$ cat src/hw/rtl/dmtlb_ram.sv
module dmtlb_ram #(
    parameter int WIDTH = 8,
    parameter int DEPTH = 64,
    parameter int AW    = (DEPTH > 1) ? $clog2(DEPTH) : 1
) (
    input  logic             i_clk,
    input  logic             i_we,
    input  logic [AW-1:0]    i_waddr,
    input  logic [WIDTH-1:0] i_wdata,
    input  logic [AW-1:0]    i_raddr,
    output logic [WIDTH-1:0] o_rdata
);

    logic [WIDTH-1:0] r_mem [DEPTH];
    logic [WIDTH-1:0] r_rdata;

    always_ff @(posedge i_clk) begin
        if (i_we) begin
            r_mem[i_waddr] <= i_wdata;
        end
        r_rdata <= r_mem[i_raddr];
    end

    assign o_rdata = r_rdata;

endmodule

$ cat config.mk
export PLATFORM = sky130hd
export DESIGN_NAME = dmtlb_ram
export DESIGN_NICKNAME = d
export VERILOG_FILES = /design/src/hw/rtl/dmtlb_ram.sv
export SDC_FILE = /design/constraint.sdc
export NUM_CORES = 1
export LEC_CHECK = 0
export BUFFER_PORTS_ARGS = -buffer_cell sky130_fd_sc_hd__buf_2
export CORE_ASPECT_RATIO = 0.9
export CORE_MARGIN = 8
export CORE_UTILIZATION = 62
export DETAILED_ROUTE_END_ITERATION = 7
export PLACE_DENSITY_LB_ADDON = 0.2
export SLEW_MARGIN = 5
export SYNTH_ARGS = -nofsm -noshare
export SYNTH_HDL_FRONTEND = slang
export SYNTH_SLANG_ARGS = --single-unit
$ cat constraint.sdc
create_clock -name i_clk -period 2.2 [get_ports i_clk]
set_clock_uncertainty 0.1 [all_clocks]
set_input_delay 0.11 -clock i_clk [delete_from_list [all_inputs] [get_ports i_clk]]
set_output_delay 0.11 -clock i_clk [all_outputs]
set_load 0.01 [all_outputs]
==> results.py <==
metrics = {
    "global_routing": {
        "grt_usage_pct": 23.5,
        "grt_max_degree": 65,
        "antenna_found_initial": 4,
        "grt-ovfl-total": 0,
        "grt_pass1_wl_mm": 66.0,
        "grt_pass1_vias": 10162,
    },
    "detailed_routing": {
        "via_count": 10168,
        "ant_nets": 0,
        "wl_per_cell_um": 28.6,
        "routed_via_density": 6.47,
        "initialDrtViolationCount": 1038,
        "wl_mm": 44.9,
        "first_pass_iters": 5,
        "drc": 0,
    },
    "timing": {
        "rsz0062_at_grt": "false",
        "finalCritPeriodShare_pct": 99.0,
        "worstMarginPinSlew_ns": 0.700,
        "relSlewSlack_pct": 53.3,
        "max_freq_mhz": 459,
        "finalSetupTns_ns": 0,
        "fin_crit_ns": 2.18,
        "finalWorstSetupSlack_ns": 0.0224,
        "drv_slew": 0,
        "setup_violations": 0,
        "hold_viol": 0,
    },
    "yosys": {
        "syn-cell-area_um2": 20200,
        "synthTopCellsByCount": "edfxtp_1 (512), mux4_2 (126), nor2_1 (83)",
        "synth_cell_type_count": 40,
        "synth-seq-cells": 520,
        "synth_ff_type": "edfxtp_1",
        "syn_nets": 962,
        "synth-edff-count": 512,
        "netlist.area_leader.share_pct": 76.2,
        "synth_top_area_cell": "edfxtp_1",
        "yosys_warnings": 0,
        "synth_most_common_cell": "edfxtp_1",
        "seq_area_frac_synth_pct": 77.0,
        "synth_area_leaders": "edfxtp_1 (76%), mux4_2 (14%), nor2_1 (1.5%), mux2i_1 (1.1%), dfxtp_1 (0.79%)",
        "syn-instance-count": 940,
        "avgSynthCellArea_um2": 21.5,
        "async_flop_share_pct": 0,
    },
    "clock_network": {
        "cts_sinks": 520,
        "cts.path.max_buffers": 3,
        "cts_tree": "done",
        "htreeDepth": 2,
        "numCtsBuffers": 49,
        "post_cts_buffers": 0,
        "clkTransAtPathRegs_ns": 0.06,
        "cts_resized": 0,
        "clock_latency_ns": 0.57,
        "cts-root-buf": "clkbuf_16",
        "cts_hold_buf": 7,
    },
    "setup_path": {
        "crit_slowest_cell": "a2111oi_0",
        "crit_buf_inv": 1,
        "critPathTopFamily": "compound AO/OA/AOI/OAI gates",
        "crit_arrival_ns": 2.52,
        "required_ns": 2.54,
        "max_stage_delay_ns": 0.63,
        "r2r_slack_ns": 0.02,
        "critPathCaptureType": "register",
        "path_cells": "mux4_2, nor2b_1, a2111oi_0, buf_4, o41ai_1",
        "crit_fanout": 1,
        "critPathLaunchType": "register",
        "worstSetupPathType": "reg -> reg",
    },
    "power_and_ir_drop": {
        "vdd_drop_max_mv": 0.768,
        "p_per_area_nw_per_um2": 881,
        "power_leakage_nw": 7.68,
    },
    "placed_design": {
        "dpl.hpwl_mm": 28.7,
        "pre_cts_ws_ns": -0.195,
        "gp_congestion": 0.847,
        "placed_cells": 1475,
        "io_buffers": 29,
    },
    "die": {
        "die_x_um": 206,
        "die_h_um": 187,
        "dieArea_um2": 38600,
        "fp.coreArea_um2": 32000,
        "ios": 30,
        "rows": 62,
        "start_util_pct": 63.1,
    },
    "layout": {
        "nFillCells": 1838,
        "layout-drive-gt1-share_pct": 33.0,
        "fin_nets": 1139,
        "n_antenna_cell": 0,
        "finalNonFillerCells": 1572,
        "syn_to_final_growth_pct": 16.3,
    },
    "flow_run": {
        "cap_violations": 0,
    },
    "outcome": {
        "status": "complete, no violations",
    },
    "worst_hold_path": {
        "hold_class": "in -> reg",
    },
}
## registers in the layout (all words and copies together) (netlist names)
name     flops
r_mem      512
o_rdata      8
## final timing paths
kind / start / endpoint / cells after the start
worst max register to register: r_mem[0][3]$_DFFE_PP_ / o_rdata[3]$_DFF_P_ / 5
worst min-delay path: i_wdata[2] / r_mem[36][2]$_DFFE_PP_ / 1
worst max-delay path: r_mem[0][3]$_DFFE_PP_ / o_rdata[3]$_DFF_P_ / 5
worst min register to register: r_mem[26][6]$_DFFE_PP_ / o_rdata[6]$_DFF_P_ / 3
## cells in the final DEF (no fill, tap or decap), drive strengths merged, types with 3 or more instances in the layout
cell type	synthesis	routed
a211oi	4	4
a21oi	3	3
a221oi	6	6
a22oi	3	3
buf	34	169
bufinv	0	7
clkbuf	17	63
clkinv	0	19
dfxtp	8	8
dlygate4sd3	0	7
edfxtp	512	512
mux2	13	13
mux2i	23	23
mux4	126	126
nand2	19	19
nand2b	7	7
nand3	13	13
nand3b	3	3
nor2	83	83
nor2b	14	14
nor3	7	7
o2111ai	3	3
o21ai	4	4
o221ai	8	8
o22ai	8	8
o2bb2ai	3	3
## through the flow
stage / utilization, % / instance area [µm²] / hold WS [ns] / power [mW]
final: 73.4 / 23500 / 0.0244 / 20.7
after global routing: 73.4 / 23500 / 0.0290 / 21.2
after CTS: 73.4 / 23500 / 0.00596 / 20.8
after detailed placement: 68.1 / 21800 / 0.290 / 12.3
after global placement: 68.1 / 21800 / 0.291 / 12.3
after floorplan: - / 20200 / 0.109 / 11.8
## layout make-up
type	count	area (µm²)	share of cell area, %
well taps	416	520	2.22
flip-flops and latches	520	15500	66.2
multi-input cells	369	4320	18.4
repair buffers	177	1450	6.18
clock buffers	62	1320	5.62
clock inverters	28	315	1.34
## where the power goes
part | leakage [nW] | internal, mW | switching [mW]
clock network | 0.801 | 5.06 | 3.48
logic | 2.21 | 0.477 | 0.642
registers | 4.67 | 11.0 | 0.0409
total | 7.68 | 16.5 | 4.17
## layer usage
layer,global-route usage [%],wire length [µm]
met1,34.7,18600
met2,35.3,21000
met3,4.95,4020
met4,7.12,1310
met5,0,51
## cell families (layout without fill, tap and decap cells)
logic type             after synthesis  in the layout  synth area share (%)
AOI/OAI and AO/OA                   54             54                  2.07
buffers and inverters               51            267                  1.57
DFF                                520            520                  77.0
muxes                              162            162                  15.9
and+or+nand+nor                    153            153                  3.39
No activity file was read; power rests on OpenSTA's default activity.
